<file path="src/design/urldec_pkg.sv">
`timescale 1ns / 1ps
// ----------------------------------------------------------------------------
// urldec_pkg
// shared types, character constants and entity lookup functions
// ----------------------------------------------------------------------------
package urldec_pkg;

	localparam logic [7:0] CH_PCT   = 8'h25;
	localparam logic [7:0] CH_PLUS  = 8'h2B;
	localparam logic [7:0] CH_SPACE = 8'h20;
	localparam logic [7:0] CH_AMP   = 8'h26;
	localparam logic [7:0] CH_APOS  = 8'h27;
	localparam logic [7:0] CH_QUOT  = 8'h22;
	localparam logic [7:0] CH_GT    = 8'h3E;
	localparam logic [7:0] CH_LT    = 8'h3C;
	localparam logic [7:0] CH_SEMI  = 8'h3B;
	localparam logic [7:0] CH_ONE   = 8'h01;
	localparam logic [7:0] CH_CTRL_LIMIT = 8'h20;

	// prefix of a pending entity
	typedef enum logic [15:0] {
		EP_NONE = 16'h0001,
		EP_AND  = 16'h0002,
		EP_A    = 16'h0004,
		EP_AP   = 16'h0008,
		EP_APO  = 16'h0010,
		EP_APOS = 16'h0020,
		EP_AM   = 16'h0040,
		EP_AMP  = 16'h0080,
		EP_G    = 16'h0100,
		EP_GT   = 16'h0200,
		EP_L    = 16'h0400,
		EP_LT   = 16'h0800,
		EP_Q    = 16'h1000,
		EP_QU   = 16'h2000,
		EP_QUO  = 16'h4000,
		EP_QUOT = 16'h8000
	} ent_t;

	typedef struct packed {
		ent_t       nx;
		logic       done;
		logic [7:0] repl;
	} ent_step_t;

	// one front-end request: up to three symbols for the entity stage
	typedef struct packed {
		logic [2:0][7:0] syms;
		logic [1:0]      cnt;
		logic            last;
	} q_ent_t;

	function automatic logic [4:0] hex_dec(input logic [7:0] c);
		logic [4:0] r;
		r = '0;
		if (c >= "0" && c <= "9") begin
			r = {1'b1, 4'(c - 8'h30)};
		end else if (c >= "a" && c <= "f") begin
			r = {1'b1, 4'(c - 8'h57)};
		end else if (c >= "A" && c <= "F") begin
			r = {1'b1, 4'(c - 8'h37)};
		end
		return r;
	endfunction

	function automatic logic [2:0] held_len(input ent_t st);
		logic [2:0] r;
		unique case (st)
			EP_AND:                               r = 3'd1;
			EP_A, EP_G, EP_L, EP_Q:               r = 3'd2;
			EP_AP, EP_AM, EP_GT, EP_LT, EP_QU:    r = 3'd3;
			EP_APO, EP_AMP, EP_QUO:               r = 3'd4;
			EP_APOS, EP_QUOT:                     r = 3'd5;
			default:                              r = 3'd0;
		endcase
		return r;
	endfunction

	function automatic logic [39:0] held_str(input ent_t st);
		logic [39:0] r;
		unique case (st)
			EP_AND:  r = {"&", 32'h0};
			EP_A:    r = {"&a", 24'h0};
			EP_AP:   r = {"&ap", 16'h0};
			EP_APO:  r = {"&apo", 8'h0};
			EP_APOS: r = "&apos";
			EP_AM:   r = {"&am", 16'h0};
			EP_AMP:  r = {"&amp", 8'h0};
			EP_G:    r = {"&g", 24'h0};
			EP_GT:   r = {"&gt", 16'h0};
			EP_L:    r = {"&l", 24'h0};
			EP_LT:   r = {"&lt", 16'h0};
			EP_Q:    r = {"&q", 24'h0};
			EP_QU:   r = {"&qu", 16'h0};
			EP_QUO:  r = {"&quo", 8'h0};
			EP_QUOT: r = "&quot";
			default: r = '0;
		endcase
		return r;
	endfunction

	function automatic logic [7:0] held_char(input ent_t st, input logic [2:0] idx);
		logic [39:0] s;
		s = held_str(st);
		return s[39 - 8 * idx -: 8];
	endfunction

	function automatic ent_step_t ent_next(input ent_t st, input logic [7:0] c);
		ent_step_t r;
		r.nx   = EP_NONE;
		r.done = 1'b0;
		r.repl = CH_AMP;
		unique case (st)
			EP_AND: begin
				if (c == "a") r.nx = EP_A;
				else if (c == "g") r.nx = EP_G;
				else if (c == "l") r.nx = EP_L;
				else if (c == "q") r.nx = EP_Q;
			end
			EP_A: begin
				if (c == "p") r.nx = EP_AP;
				else if (c == "m") r.nx = EP_AM;
			end
			EP_AP:  if (c == "o") r.nx = EP_APO;
			EP_APO: if (c == "s") r.nx = EP_APOS;
			EP_APOS: begin
				r.done = (c == CH_SEMI);
				r.repl = CH_APOS;
			end
			EP_AM:  if (c == "p") r.nx = EP_AMP;
			EP_AMP: begin
				r.done = (c == CH_SEMI);
				r.repl = CH_AMP;
			end
			EP_G:   if (c == "t") r.nx = EP_GT;
			EP_GT: begin
				r.done = (c == CH_SEMI);
				r.repl = CH_GT;
			end
			EP_L:   if (c == "t") r.nx = EP_LT;
			EP_LT: begin
				r.done = (c == CH_SEMI);
				r.repl = CH_LT;
			end
			EP_Q:   if (c == "u") r.nx = EP_QU;
			EP_QU:  if (c == "o") r.nx = EP_QUO;
			EP_QUO: if (c == "t") r.nx = EP_QUOT;
			EP_QUOT: begin
				r.done = (c == CH_SEMI);
				r.repl = CH_QUOT;
			end
			default: ;
		endcase
		return r;
	endfunction

endpackage

</file>
<file path="src/design/urldec_in_if.sv">
`timescale 1ns / 1ps
// ----------------------------------------------------------------------------
// urldec_in_if
// encoded byte channel with valid/ready handshake
// ----------------------------------------------------------------------------
interface urldec_in_if;
	logic       valid;
	logic       ready;
	logic [7:0] in_byte;
	logic       in_last;

	modport source (output valid, output in_byte, output in_last, input ready);
	modport sink (input valid, input in_byte, input in_last, output ready);
endinterface

</file>
<file path="src/design/urldec_out_if.sv">
`timescale 1ns / 1ps
// ----------------------------------------------------------------------------
// urldec_out_if
// decoded byte channel with valid/ready handshake
// ----------------------------------------------------------------------------
interface urldec_out_if;
	logic       valid;
	logic       ready;
	logic [7:0] out_byte;
	logic       out_last;

	modport source (output valid, output out_byte, output out_last, input ready);
	modport sink (input valid, input out_byte, input out_last, output ready);
endinterface

</file>
<file path="src/design/urldec_front.sv">
`timescale 1ns / 1ps
// ----------------------------------------------------------------------------
// urldec_front
// percent and plus decoding, one input byte per cycle into the request queue while it is not full
// ----------------------------------------------------------------------------
module urldec_front (
	input  logic                 clk,
	input  logic                 arst_n,
	urldec_in_if.sink            enc,
	input  logic                 q_full,
	output logic                 q_push,
	output urldec_pkg::q_ent_t   q_wdata
);
	import urldec_pkg::*;

	typedef enum logic [2:0] {
		PH_IDLE = 3'b001,
		PH_PCT  = 3'b010,
		PH_DIG  = 3'b100
	} ph_t;

	ph_t             ph_q, ph_n;
	logic [7:0]      dig_q, dig_n;
	logic [2:0][7:0] s;
	logic [1:0]      n;
	logic [4:0]      hb, hd;
	logic [7:0]      v;
	logic            take_b;
	logic            acc;

	assign enc.ready = !q_full;
	assign acc       = enc.valid && !q_full;

	always_comb begin
		s      = '0;
		n      = '0;
		ph_n   = ph_q;
		dig_n  = dig_q;
		take_b = 1'b1;
		v      = '0;
		hb     = hex_dec(enc.in_byte);
		hd     = hex_dec(dig_q);
		unique case (ph_q)
			PH_PCT: begin
				if (hb[4]) begin
					ph_n   = PH_DIG;
					dig_n  = enc.in_byte;
					take_b = 1'b0;
				end else begin
					s[n] = CH_PCT;
					n    = n + 2'd1;
					ph_n = PH_IDLE;
				end
			end
			PH_DIG: begin
				if (hb[4]) begin
					v = {hd[3:0], hb[3:0]};
					if (v != CH_ONE && v < CH_CTRL_LIMIT) v = CH_SPACE;
					s[n]   = v;
					n      = n + 2'd1;
					ph_n   = PH_IDLE;
					take_b = 1'b0;
				end else begin
					s[n] = CH_PCT;
					n    = n + 2'd1;
					s[n] = dig_q;
					n    = n + 2'd1;
					ph_n = PH_IDLE;
				end
			end
			PH_IDLE: ;
			default: ;
		endcase
		if (take_b) begin
			if (enc.in_byte == CH_PCT) begin
				ph_n = PH_PCT;
			end else if (enc.in_byte == CH_PLUS) begin
				s[n] = CH_SPACE;
				n    = n + 2'd1;
			end else begin
				s[n] = enc.in_byte;
				n    = n + 2'd1;
			end
		end
		// end of string: anything held goes out literally
		if (enc.in_last) begin
			if (ph_n == PH_PCT) begin
				s[n] = CH_PCT;
				n    = n + 2'd1;
			end else if (ph_n == PH_DIG) begin
				s[n] = CH_PCT;
				n    = n + 2'd1;
				s[n] = dig_n;
				n    = n + 2'd1;
			end
			ph_n  = PH_IDLE;
			dig_n = '0;
		end
	end

	assign q_push       = acc && (n != 2'd0);
	assign q_wdata.syms = s;
	assign q_wdata.cnt  = n;
	assign q_wdata.last = enc.in_last;

	always_ff @(posedge clk or negedge arst_n) begin
		if (!arst_n) begin
			ph_q  <= PH_IDLE;
			dig_q <= '0;
		end else if (acc) begin
			ph_q  <= ph_n;
			dig_q <= dig_n;
		end
	end

endmodule

</file>
<file path="src/design/urldec_fifo.sv">
`timescale 1ns / 1ps
// ----------------------------------------------------------------------------
// urldec_fifo
// short request queue between the front and back ends
// ----------------------------------------------------------------------------
module urldec_fifo #(
	parameter int DEPTH = 4
) (
	input  logic                 clk,
	input  logic                 arst_n,
	input  logic                 push,
	input  urldec_pkg::q_ent_t   wdata,
	output logic                 full,
	input  logic                 pop,
	output logic                 valid,
	output urldec_pkg::q_ent_t   head
);
	import urldec_pkg::*;

	localparam int AW = (DEPTH > 1) ? $clog2(DEPTH) : 1;
	localparam int CW = $clog2(DEPTH + 1);
	localparam logic [AW-1:0] LAST_PTR = AW'(DEPTH - 1);
	localparam logic [CW-1:0] FULL_CNT = CW'(DEPTH);

	q_ent_t        mem_q [DEPTH];
	logic [AW-1:0] wptr_q, rptr_q;
	logic [CW-1:0] cnt_q;
	logic          do_push, do_pop;

	assign full    = (cnt_q == FULL_CNT);
	assign valid   = (cnt_q != '0);
	assign head    = mem_q[rptr_q];
	assign do_push = push && !full;
	assign do_pop  = pop && valid;

	always_ff @(posedge clk) begin
		if (do_push) mem_q[wptr_q] <= wdata;
	end

	always_ff @(posedge clk or negedge arst_n) begin
		if (!arst_n) begin
			wptr_q <= '0;
			rptr_q <= '0;
			cnt_q  <= '0;
		end else begin
			if (do_push) wptr_q <= (wptr_q == LAST_PTR) ? '0 : wptr_q + 1'b1;
			if (do_pop) rptr_q <= (rptr_q == LAST_PTR) ? '0 : rptr_q + 1'b1;
			if (do_push && !do_pop) cnt_q <= cnt_q + 1'b1;
			else if (do_pop && !do_push) cnt_q <= cnt_q - 1'b1;
		end
	end

endmodule

</file>
<file path="src/design/urldec_back.sv">
`timescale 1ns / 1ps
// ----------------------------------------------------------------------------
// urldec_back
// entity matcher with held-prefix flush, one output byte per cycle unless the output stalls
// ----------------------------------------------------------------------------
module urldec_back (
	input  logic                 clk,
	input  logic                 arst_n,
	input  logic                 q_valid,
	input  urldec_pkg::q_ent_t   q_head,
	output logic                 q_pop,
	urldec_out_if.source         dec
);
	import urldec_pkg::*;

	ent_t       ep_q, ep_n;
	logic [1:0] si_q, si_n;
	logic       fl_q, fl_n;
	ent_t       fl_st_q, fl_st_n;
	logic [2:0] fl_idx_q, fl_idx_n;
	logic       fl_fin_q, fl_fin_n;
	logic       dv_q;
	logic [7:0] db_q;
	logic       dl_q;

	logic       can_go, emit, el, adv, is_end;
	logic [7:0] eb, c;
	ent_step_t  en;

	assign can_go = !dv_q || dec.ready;
	assign c      = q_head.syms[si_q];
	assign is_end = (si_q == q_head.cnt - 2'd1);
	assign en     = ent_next(ep_q, c);

	always_comb begin
		emit     = 1'b0;
		eb       = c;
		el       = 1'b0;
		adv      = 1'b0;
		q_pop    = 1'b0;
		ep_n     = ep_q;
		si_n     = si_q;
		fl_n     = fl_q;
		fl_st_n  = fl_st_q;
		fl_idx_n = fl_idx_q;
		fl_fin_n = fl_fin_q;
		if (can_go) begin
			if (fl_q) begin
				emit = 1'b1;
				eb   = held_char(fl_st_q, fl_idx_q);
				if (fl_idx_q == held_len(fl_st_q) - 3'd1) begin
					fl_n = 1'b0;
					el   = fl_fin_q;
				end else begin
					fl_idx_n = fl_idx_q + 3'd1;
				end
			end else if (q_valid) begin
				if (ep_q != EP_NONE && en.done) begin
					emit = 1'b1;
					eb   = en.repl;
					ep_n = EP_NONE;
					adv  = 1'b1;
				end else if (ep_q != EP_NONE && en.nx != EP_NONE) begin
					ep_n = en.nx;
					adv  = 1'b1;
				end else if (ep_q != EP_NONE) begin
					// failed match: flush the prefix, then retry this byte
					emit = 1'b1;
					eb   = CH_AMP;
					if (held_len(ep_q) > 3'd1) begin
						fl_n     = 1'b1;
						fl_st_n  = ep_q;
						fl_idx_n = 3'd1;
						fl_fin_n = 1'b0;
					end
					ep_n = EP_NONE;
				end else if (c == CH_AMP) begin
					ep_n = EP_AND;
					adv  = 1'b1;
				end else begin
					emit = 1'b1;
					eb   = c;
					adv  = 1'b1;
				end
				if (adv) begin
					if (is_end) begin
						q_pop = 1'b1;
						si_n  = '0;
						if (q_head.last) begin
							if (ep_n == EP_NONE) begin
								el = 1'b1;
							end else begin
								emit = 1'b1;
								eb   = CH_AMP;
								if (held_len(ep_n) > 3'd1) begin
									fl_n     = 1'b1;
									fl_st_n  = ep_n;
									fl_idx_n = 3'd1;
									fl_fin_n = 1'b1;
								end else begin
									el = 1'b1;
								end
								ep_n = EP_NONE;
							end
						end
					end else begin
						si_n = si_q + 2'd1;
					end
				end
			end
		end
	end

	assign dec.valid    = dv_q;
	assign dec.out_byte = db_q;
	assign dec.out_last = dl_q;

	always_ff @(posedge clk or negedge arst_n) begin
		if (!arst_n) begin
			ep_q     <= EP_NONE;
			si_q     <= '0;
			fl_q     <= 1'b0;
			fl_st_q  <= EP_NONE;
			fl_idx_q <= '0;
			fl_fin_q <= 1'b0;
			dv_q     <= 1'b0;
		end else begin
			ep_q     <= ep_n;
			si_q     <= si_n;
			fl_q     <= fl_n;
			fl_st_q  <= fl_st_n;
			fl_idx_q <= fl_idx_n;
			fl_fin_q <= fl_fin_n;
			if (emit) dv_q <= 1'b1;
			else if (dec.ready) dv_q <= 1'b0;
		end
	end

	always_ff @(posedge clk) begin
		if (emit) begin
			db_q <= eb;
			dl_q <= el;
		end
	end

endmodule

</file>
<file path="src/design/url_percent_and_entity_decoder_top.sv">
`timescale 1ns / 1ps
// ----------------------------------------------------------------------------
// url_percent_and_entity_decoder_top
// Decodes '+' and %xx escapes, then the entities &apos; &amp; &gt; &lt; and
// &quot;, one input byte per cycle while the request queue has room. The
// back end sends one output byte per cycle unless the output stalls, so a
// byte that yields more than one output byte keeps it busy (a failed entity
// flushes its held prefix, up to five bytes, and a broken escape gives up to
// three); the request queue of QUEUE_DEPTH entries lets the front end keep
// taking bytes during such bursts. Each byte passes through the request
// queue and the output register; out_last marks a string's final byte.
// ----------------------------------------------------------------------------
module url_percent_and_entity_decoder_top #(
	parameter int QUEUE_DEPTH = 4
) (
	input  logic          clk,
	input  logic          arst_n,
	urldec_in_if.sink     enc,
	urldec_out_if.source  dec
);
	import urldec_pkg::*;

	logic   q_full, q_push, q_pop, q_valid;
	q_ent_t q_wdata, q_head;

	urldec_front u_front (
		.clk     (clk),
		.arst_n  (arst_n),
		.enc     (enc),
		.q_full  (q_full),
		.q_push  (q_push),
		.q_wdata (q_wdata)
	);

	urldec_fifo #(
		.DEPTH (QUEUE_DEPTH)
	) u_fifo (
		.clk    (clk),
		.arst_n (arst_n),
		.push   (q_push),
		.wdata  (q_wdata),
		.full   (q_full),
		.pop    (q_pop),
		.valid  (q_valid),
		.head   (q_head)
	);

	urldec_back u_back (
		.clk     (clk),
		.arst_n  (arst_n),
		.q_valid (q_valid),
		.q_head  (q_head),
		.q_pop   (q_pop),
		.dec     (dec)
	);

endmodule

</file>
<file path="src/flat_wrapper.sv">
// flat-port wrapper written by rule: the top's interface ports become plain ports
module url_percent_and_entity_decoder_top_flat import urldec_pkg::*;
#(
	parameter int QUEUE_DEPTH = 4
)
  (clk, arst_n, enc_valid, enc_in_byte, enc_in_last, enc_ready, dec_valid, dec_out_byte, dec_out_last, dec_ready);
  urldec_in_if enc_i ();
  urldec_out_if dec_i ();
  input  logic clk;
  input  logic arst_n;
  input wire logic [$bits(enc_i.valid)-1:0] enc_valid;
  input wire logic [$bits(enc_i.in_byte)-1:0] enc_in_byte;
  input wire logic [$bits(enc_i.in_last)-1:0] enc_in_last;
  output wire logic [$bits(enc_i.ready)-1:0] enc_ready;
  output wire logic [$bits(dec_i.valid)-1:0] dec_valid;
  output wire logic [$bits(dec_i.out_byte)-1:0] dec_out_byte;
  output wire logic [$bits(dec_i.out_last)-1:0] dec_out_last;
  input wire logic [$bits(dec_i.ready)-1:0] dec_ready;
  assign enc_i.valid = enc_valid;
  assign enc_i.in_byte = enc_in_byte;
  assign enc_i.in_last = enc_in_last;
  assign enc_ready = enc_i.ready;
  assign dec_valid = dec_i.valid;
  assign dec_out_byte = dec_i.out_byte;
  assign dec_out_last = dec_i.out_last;
  assign dec_i.ready = dec_ready;
  url_percent_and_entity_decoder_top #(.QUEUE_DEPTH(QUEUE_DEPTH)) u_core (.clk(clk), .arst_n(arst_n), .enc(enc_i), .dec(dec_i));
endmodule
</file>
<file path="config.mk">
export PLATFORM = sky130hd
export DESIGN_NAME = url_percent_and_entity_decoder_top_flat
export DESIGN_NICKNAME = d
export VERILOG_FILES = /design/src/design/urldec_pkg.sv /design/src/design/urldec_in_if.sv /design/src/design/urldec_out_if.sv /design/src/design/urldec_front.sv /design/src/design/urldec_fifo.sv /design/src/design/urldec_back.sv /design/src/design/url_percent_and_entity_decoder_top.sv /design/src/flat_wrapper.sv
export SDC_FILE = /design/constraint.sdc
export NUM_CORES = 1
export LEC_CHECK = 0
export ABC_AREA = 0
export ABC_CLOCK_PERIOD_IN_PS = 4500
export BUFFER_PORTS_ARGS = -buffer_cell sky130_fd_sc_hd__buf_2
export CAP_MARGIN = 25
export CORE_AREA = 5 5 154 156
export CTS_CLUSTER_SIZE = 20
export DETAILED_ROUTE_END_ITERATION = 12
export DIE_AREA = 0 0 159 161
export PLACE_DENSITY = 0.72
export SYNTH_ARGS = -nofsm -noshare
export SYNTH_HDL_FRONTEND = slang
export SYNTH_HIERARCHICAL = 1
export SYNTH_SLANG_ARGS = --single-unit
</file>
<file path="constraint.sdc">
create_clock -name clk -period 4.5 [get_ports clk]
set_input_delay 0.225 -clock clk [delete_from_list [all_inputs] [get_ports clk]]
set_output_delay 0.225 -clock clk [all_outputs]
set_load 0.03 [all_outputs]
</file>
**Word level (Yosys, flattened, before mapping)**

Memory sizes are Yosys's and may differ from the RTL's.
Cells that the tools add are included.

- Bits of input ports: 13
- RAM bits: 108
- Word-level logic and storage cells: 365
- Bits in registers: 67
- Memories: 1

Memories:

| memory | words | width | rd ports | clocked after memory_dff | write ports | RTL line | source |
|---|---|---|---|---|---|---|---|
| u_core.u_fifo.mem_q | 4 | 27 | 1 | 0 | 1 | urldec_fifo.sv:25 | `q_ent_t mem_q [DEPTH];` |

- Multiplexer cells: 185
- Shifts and indexed selects: 1
- Equal/unequal tests: 73
- $lt $le $gt $ge: 22
- Bitwise operators: 7
- Reductions and logical operators: 44
- Add/subtract/negate cells: 18

Operator list:

| operator | count |
|---|---|
| 38-bit one-hot mux with 15 select lines | 1 |
| 16-bit two-way mux | 24 |
| 8-bit two-way mux | 22 |
| 16-bit one-hot mux with 10 select lines | 1 |
| 24-bit two-way mux | 6 |
| 3-bit two-way mux | 33 |
| 8-bit by 7-bit == test with 1-bit output (second input constant) | 10 |
| 40-bit two-way mux | 2 |
| 1-bit two-way mux | 58 |
| 24-bit bitwise mux | 2 |
| 8-bit demux with 2-bit select | 3 |
| 16-bit by 10-bit == test with 1-bit output (second input constant) | 3 |
| 16-bit by 11-bit == test with 1-bit output (second input constant) | 3 |
| 16-bit by 12-bit == test with 1-bit output (second input constant) | 3 |
| 16-bit by 13-bit == test with 1-bit output (second input constant) | 3 |
| 16-bit by 14-bit == test with 1-bit output (second input constant) | 3 |
| 16-bit by 15-bit == test with 1-bit output (second input constant) | 3 |
| 16-bit == test (second input constant) | 3 |
| 16-bit by 2-bit == test with 1-bit output (second input constant) | 3 |
| 16-bit by 3-bit == test with 1-bit output (second input constant) | 3 |
| 16-bit by 4-bit == test with 1-bit output (second input constant) | 3 |
| 16-bit by 5-bit == test with 1-bit output (second input constant) | 3 |
| 16-bit by 6-bit == test with 1-bit output (second input constant) | 3 |
| 16-bit by 7-bit == test with 1-bit output (second input constant) | 3 |
| 62 further kinds | 149 |

**Logic depth before layout (Yosys ltp)**

An unclocked memory read counts as a cell.

- Depth in word-level cells: 34
- Mapped depth: 25
- Mapped depth without buffers: 23

**Modules after synthesis**

The synthesis kept the hierarchy.

By module, submodules not included:

| module | instances | cells an instance | area each (um2) |
|---|---|---|---|
| urldec_back | 1 | 543 | 4419.2 |
| urldec_fifo | 1 | 178 | 4364.2 |
| urldec_front | 1 | 281 | 2044.5 |

**Least setup slack after synthesis**

No wires, ideal clock.

- Kind: input-to-reg
- Start: in enc_in_byte[0]
- End: mem u_core/u_fifo/mem_q[3][0] in the netlist's numbering, enable pin
- Cell stages on the path: 20
- Setup time: 0.386 ns
- Arrival: 4.195 ns
- Required time: 4.114 ns
- Path slack: -0.081 ns
- Cell sequence: inv_1 ha_1 or3b_1 and3_1 buf_2 nor2_2 nand2_1 o22ai_1 nand2b_1 ha_1 nand3_1 a21boi_0 ha_1 nor2_1 o21ai_0 nand2_1 a41oi_1 nor2b_1 buf_6 and2_1

- Word-level cells in the longest chain between the ends: 20
- Elaborated cells on any way between the ends: 37
- Those cells by class: 3 x add/sub; 6 x order compare; 3 x eq/ne; 19 x mux; 6 x reduce/logical

RTL lines:

| item | RTL line | source |
|---|---|---|
| start, declared | flat_wrapper.sv:12 | `input wire logic [$bits(enc_i.in_byte)-1:0] enc_in_byte;` |
| 8-bit by 7-bit >= comparator with 1-bit output or 8-bit by 7-bit less-or-equal comparator with 1-bit output (tied branches) | urldec_pkg.sv:60 | `end else if (c >= "A" && c <= "F") begin` |
| 1-bit logical AND | urldec_pkg.sv:60 |  |
| 5-bit two-way mux | urldec_pkg.sv:60 |  |
| 5-bit two-way mux | urldec_pkg.sv:58 | `end else if (c >= "a" && c <= "f") begin` |
| 5-bit two-way mux | urldec_pkg.sv:56 | `if (c >= "0" && c <= "9") begin` |
| 2-bit two-way mux or 1-bit two-way mux (tied branches) | urldec_front.sv:56, urldec_front.sv:45 |  |
| 2-bit one-hot mux with 2 select lines | urldec_front.sv:43 | `unique case (ph_q)` |
| 2-bit by 1-bit adder with 2-bit output | urldec_front.sv:79, urldec_front.sv:82 |  |
| [... 6 more ...] | n/a |  |
| 2-bit two-way mux * | urldec_front.sv:86 | `if (enc.in_last) begin` |
| 2-bit nonzero test * | urldec_front.sv:101 | `assign q_push = acc && (n != 2'd0);` |
| 1-bit logical AND * | urldec_front.sv:101 |  |
| named net u_core.q_push | url_percent_and_entity_decoder_top.sv:23 | `logic q_full, q_push, q_pop, q_valid;` |
| 1-bit logical AND * | urldec_fifo.sv:33 | `assign do_push = push && !full;` |
| named net u_core.u_fifo.do_push | urldec_fifo.sv:28 | `logic do_push, do_pop;` |
| 1-bit two-way mux * | urldec_fifo.sv:37 | `if (do_push) mem_q[wptr_q] <= wdata;` |
| 1-bit two-way mux (not written as such) * | urldec_fifo.sv:37 |  |
| end, declared | urldec_fifo.sv:25 |  |

Mark *: on every way through the listed nets, which the timed path passes. The rest lies on a longest branch.

==> flow_summary.ini <==
[outcome]
status = finished clean

[floorplan]
io_pins = 24
dieWidth_um = 159
fp-row-count = 55
dieArea_sq_um = 25600
die_h_um = 161
initial_utilization = 0.487
core_sq_um = 22200

[drt]
num_vias = 8485
drt_iter0_drc = 802
ant_nets = 0
drcViolationCount = 0
vias_per_cell = 6.37
finalWirelength_um = 28100
wire_per_inst_um = 21.1
drt_first_pass_iters = 6

[critical_path]
rrSetupSlack_ns = 0.26
reg2reg_to = u_core/u_fifo/cnt_q[1]
cp-end-kind = register
r2r_cells = 16
cp_max_fo = 30
crit_type = register to register
r2r-start = u_core/u_fifo/rptr_q[0]
cp_data_arrival_time_ns = 4.56
required_ns = 4.82
start_kind = register

[timing]
tightestPinTransition_ns = 0.834
rsz0062_at_grt = false
slew_viol_final = 0
period_needed_ns = 4.24
worst_clock_skew_ns = 0.0156
slew_headroom = 0.444
fmax_ghz = 0.236
hold_ws_ns = 0.219
finalSetupViolCount = 0
finalCritPeriodShare = 0.942
hold_viol = 0

[cts]
h-tree-depth = 4
cts-root-buf = clkbuf_16
cts_sinks = 175
cts_tree = yes
clock_latency_ns = 0.44
cts_buffers = 17
clkTransAtPathRegs_ns = 0.07
clk_path_buf_depth = 2

[synthesis]
synth_edf_count = 117
postSynthAreaPerCell_sq_um = 10.8
synth_cells = 1002
yosys.area_share.adder = 0.0296
yosys_warnings = 6
postSynth.asyncResetShare = 0.331
synthMuxAreaShare = 0.0749
ys_types = 102
yosysSeqAreaShare = 0.459
synth_area_leaders = edfxtp_1, dfrtp_1, mux4_2, nand2_1, ha_1
syn_nets = 1040
syn_area_sq_um = 10800
synth_xor_xnor_area_share = 0.0218
synth-seq-cells = 175
synth_top_family_by_area = simple AND/OR/NAND/NOR gates
synth.largest_area_cell = edfxtp_1
ys.flop_type = edfxtp_1
synth_compound_area_frac = 0.175
synth-simple-area-share = 0.199
synth_top_area_frac = 0.324

[cells_and_area]
nNetsFinal = 1071
fin_util = 0.542
nFillCells = 1904
final_cell_mix = edfxtp_1, nand2_1, nor2_1
area_growth_pct = 11.2
final_cell_area_sq_um = 12000
seq_area_sq_um = 4970
final_common_cell = edfxtp_1
multi_input_area_sq_um = 5460
n_antenna_cell = 0
final_layout_size_suffix_gt1_frac = 0.185

[global_route]
grt_usage = 0.219
grt_max_degree = 59
grt_pass1_wl_um = 45200
grt_overflow = 0
grt_pass1_vias = 8255
use_met2 = 0.374
antenna_found_initial = 0
grt_use_met3 = 0.0337
top_usage_layer = met2
met1_usage = 0.284

[placed_design]
gp_congestion = 1.00
io_buffers = 23
placed_cell_area_sq_um = 11400
dpl.hpwl_um = 20600

[min_path]
min_path_type = input port to register
holdCritStartpoint = dec_ready
whs_endpoint = u_core/u_back/fl_q
worstHoldPathCells = 4

[run]
drv_cap = 0

[pwr]
p_leak_nw = 4.45
peakVddDrop_v = 0.000423
p_per_area_nw_per_um2 = 524
-- kinds of logic (layout without fill, tap and decap cells) --
group | count (synthesis) | count (layout)
AOI/OAI and AO/OA | 263 | 263
xor gates and xnor gates | 27 | 27
adders and majority gates | 25 | 25
buffers and inverters | 87 | 131
DFF | 175 | 175
muxes | 45 | 45
and+or+nand+nor | 380 | 380
-- layer usage --
metal	up-vias	share of wire
met5	-	0
met4	0	0.030
met3	62	0.050
met2	314	0.51
met1	4164	0.41
li1	3945	-
-- metrics by stage --
stage | TNS (ns) | total power (W) | cells | setup WS (ns)
3_3_place_gp | 0 | 0.00473 | 1296 | 0.179
3_5_place_dp | -0.00704 | 0.00478 | 1296 | -0.00704
6_report | 0 | 0.00631 | 1331 | 0.260
4_1_cts | 0 | 0.00629 | 1329 | 0.239
2_1_floorplan | 0 | 0.00405 | 1002 | 0.0880
5_1_grt | 0 | 0.00665 | 1331 | 0.00132
-- worst max path at each step --
stage                             from                endpoint  cells past startpoint
6_report       u_core/u_fifo/rptr_q[0]  u_core/u_fifo/cnt_q[1]                     16
5_1_grt                 enc_in_byte[1]  u_core/u_fifo/cnt_q[2]                     24
4_1_cts        u_core/u_fifo/rptr_q[0]  u_core/u_fifo/cnt_q[2]                     17
3_5_place_dp            enc_in_byte[1]  u_core/u_fifo/cnt_q[2]                     24
3_3_place_gp            enc_in_byte[1]  u_core/u_fifo/cnt_q[2]                     24
2_1_floorplan           enc_in_byte[0]  u_core/u_fifo/cnt_q[2]                     25
-- worst max-delay path: stages, from the launching register on --
cell and delay, ns:
dfrtp_2 0.38, buf_12 0.23, mux4_2 0.54, mux2i_1 0.30, o2bb2ai_2 0.21, nor3_4 0.26, buf_12 0.15, a31oi_1 0.11
nor4_2 0.40, a31oi_2 0.16, a21o_1 0.23, inv_1 0.08, nand2_2 0.10, ha_1 0.22, inv_1 0.07, fa_1 0.40
mux2_2 0.26
-- sequential cells by signal, indices dropped and copies added (netlist names), 2 cells and up --
register / flops
u_core/u_fifo/mem_q: 108
u_core/u_back/ep_q: 16
u_core/u_back/fl_st_q: 16
u_core/u_back/dec.out_byte: 8
u_core/u_front/dig_q: 8
u_core/u_back/fl_idx_q: 3
u_core/u_fifo/cnt_q: 3
u_core/u_front/ph_q: 3
u_core/u_back/si_q: 2
u_core/u_fifo/rptr_q: 2
u_core/u_fifo/wptr_q: 2
-- repair_timing --
item / in CTS / in global routing
endpoints found under the hold margin: 23 / 0
setup endpoints to repair: 0 / 2
resized for setup: 0 / 5
hold buffers: 1 / 0
buffers inserted: 0 / 2
-- synthesized netlist by cell type, drive strengths merged, types with 6 or more instances --
cell type	number
edfxtp	117
nand2	83
nor2	80
o21ai	57
dfrtp	55
a21oi	45
nand3	39
inv	32
nor3	29
clkbuf	28
buf	27
mux4	27
ha	24
nor4	23
a31oi	20
nand4	17
and3	16
and2	15
xor2	14
o31ai	13
xnor2	13
a21o	12
nor2b	12
a22o	11
a22oi	11
o22ai	10
a2bb2oi	9
mux2	9
mux2i	9
o2bb2ai	9
nand4b	8
or2	8
nand2b	7
nor3b	7
or3	7
a41oi	6
nor4b	6
-- power by group --
part | switching [W] | internal (W)
clock | 0.000690 | 0.000796
sequential | 0.000187 | 0.00208
combinational | 0.00153 | 0.00103
-- layout make-up --
cell class	instances	share of cell area
flip-flops and latches	175	0.413
clock buffers	18	0.0356
inverters	32	0.00998
clock inverters	14	0.0143
multi-input cells	740	0.453
repair buffers	67	0.0445
well taps	285	0.0296
No activity file was read; power rests on OpenSTA's default activity.
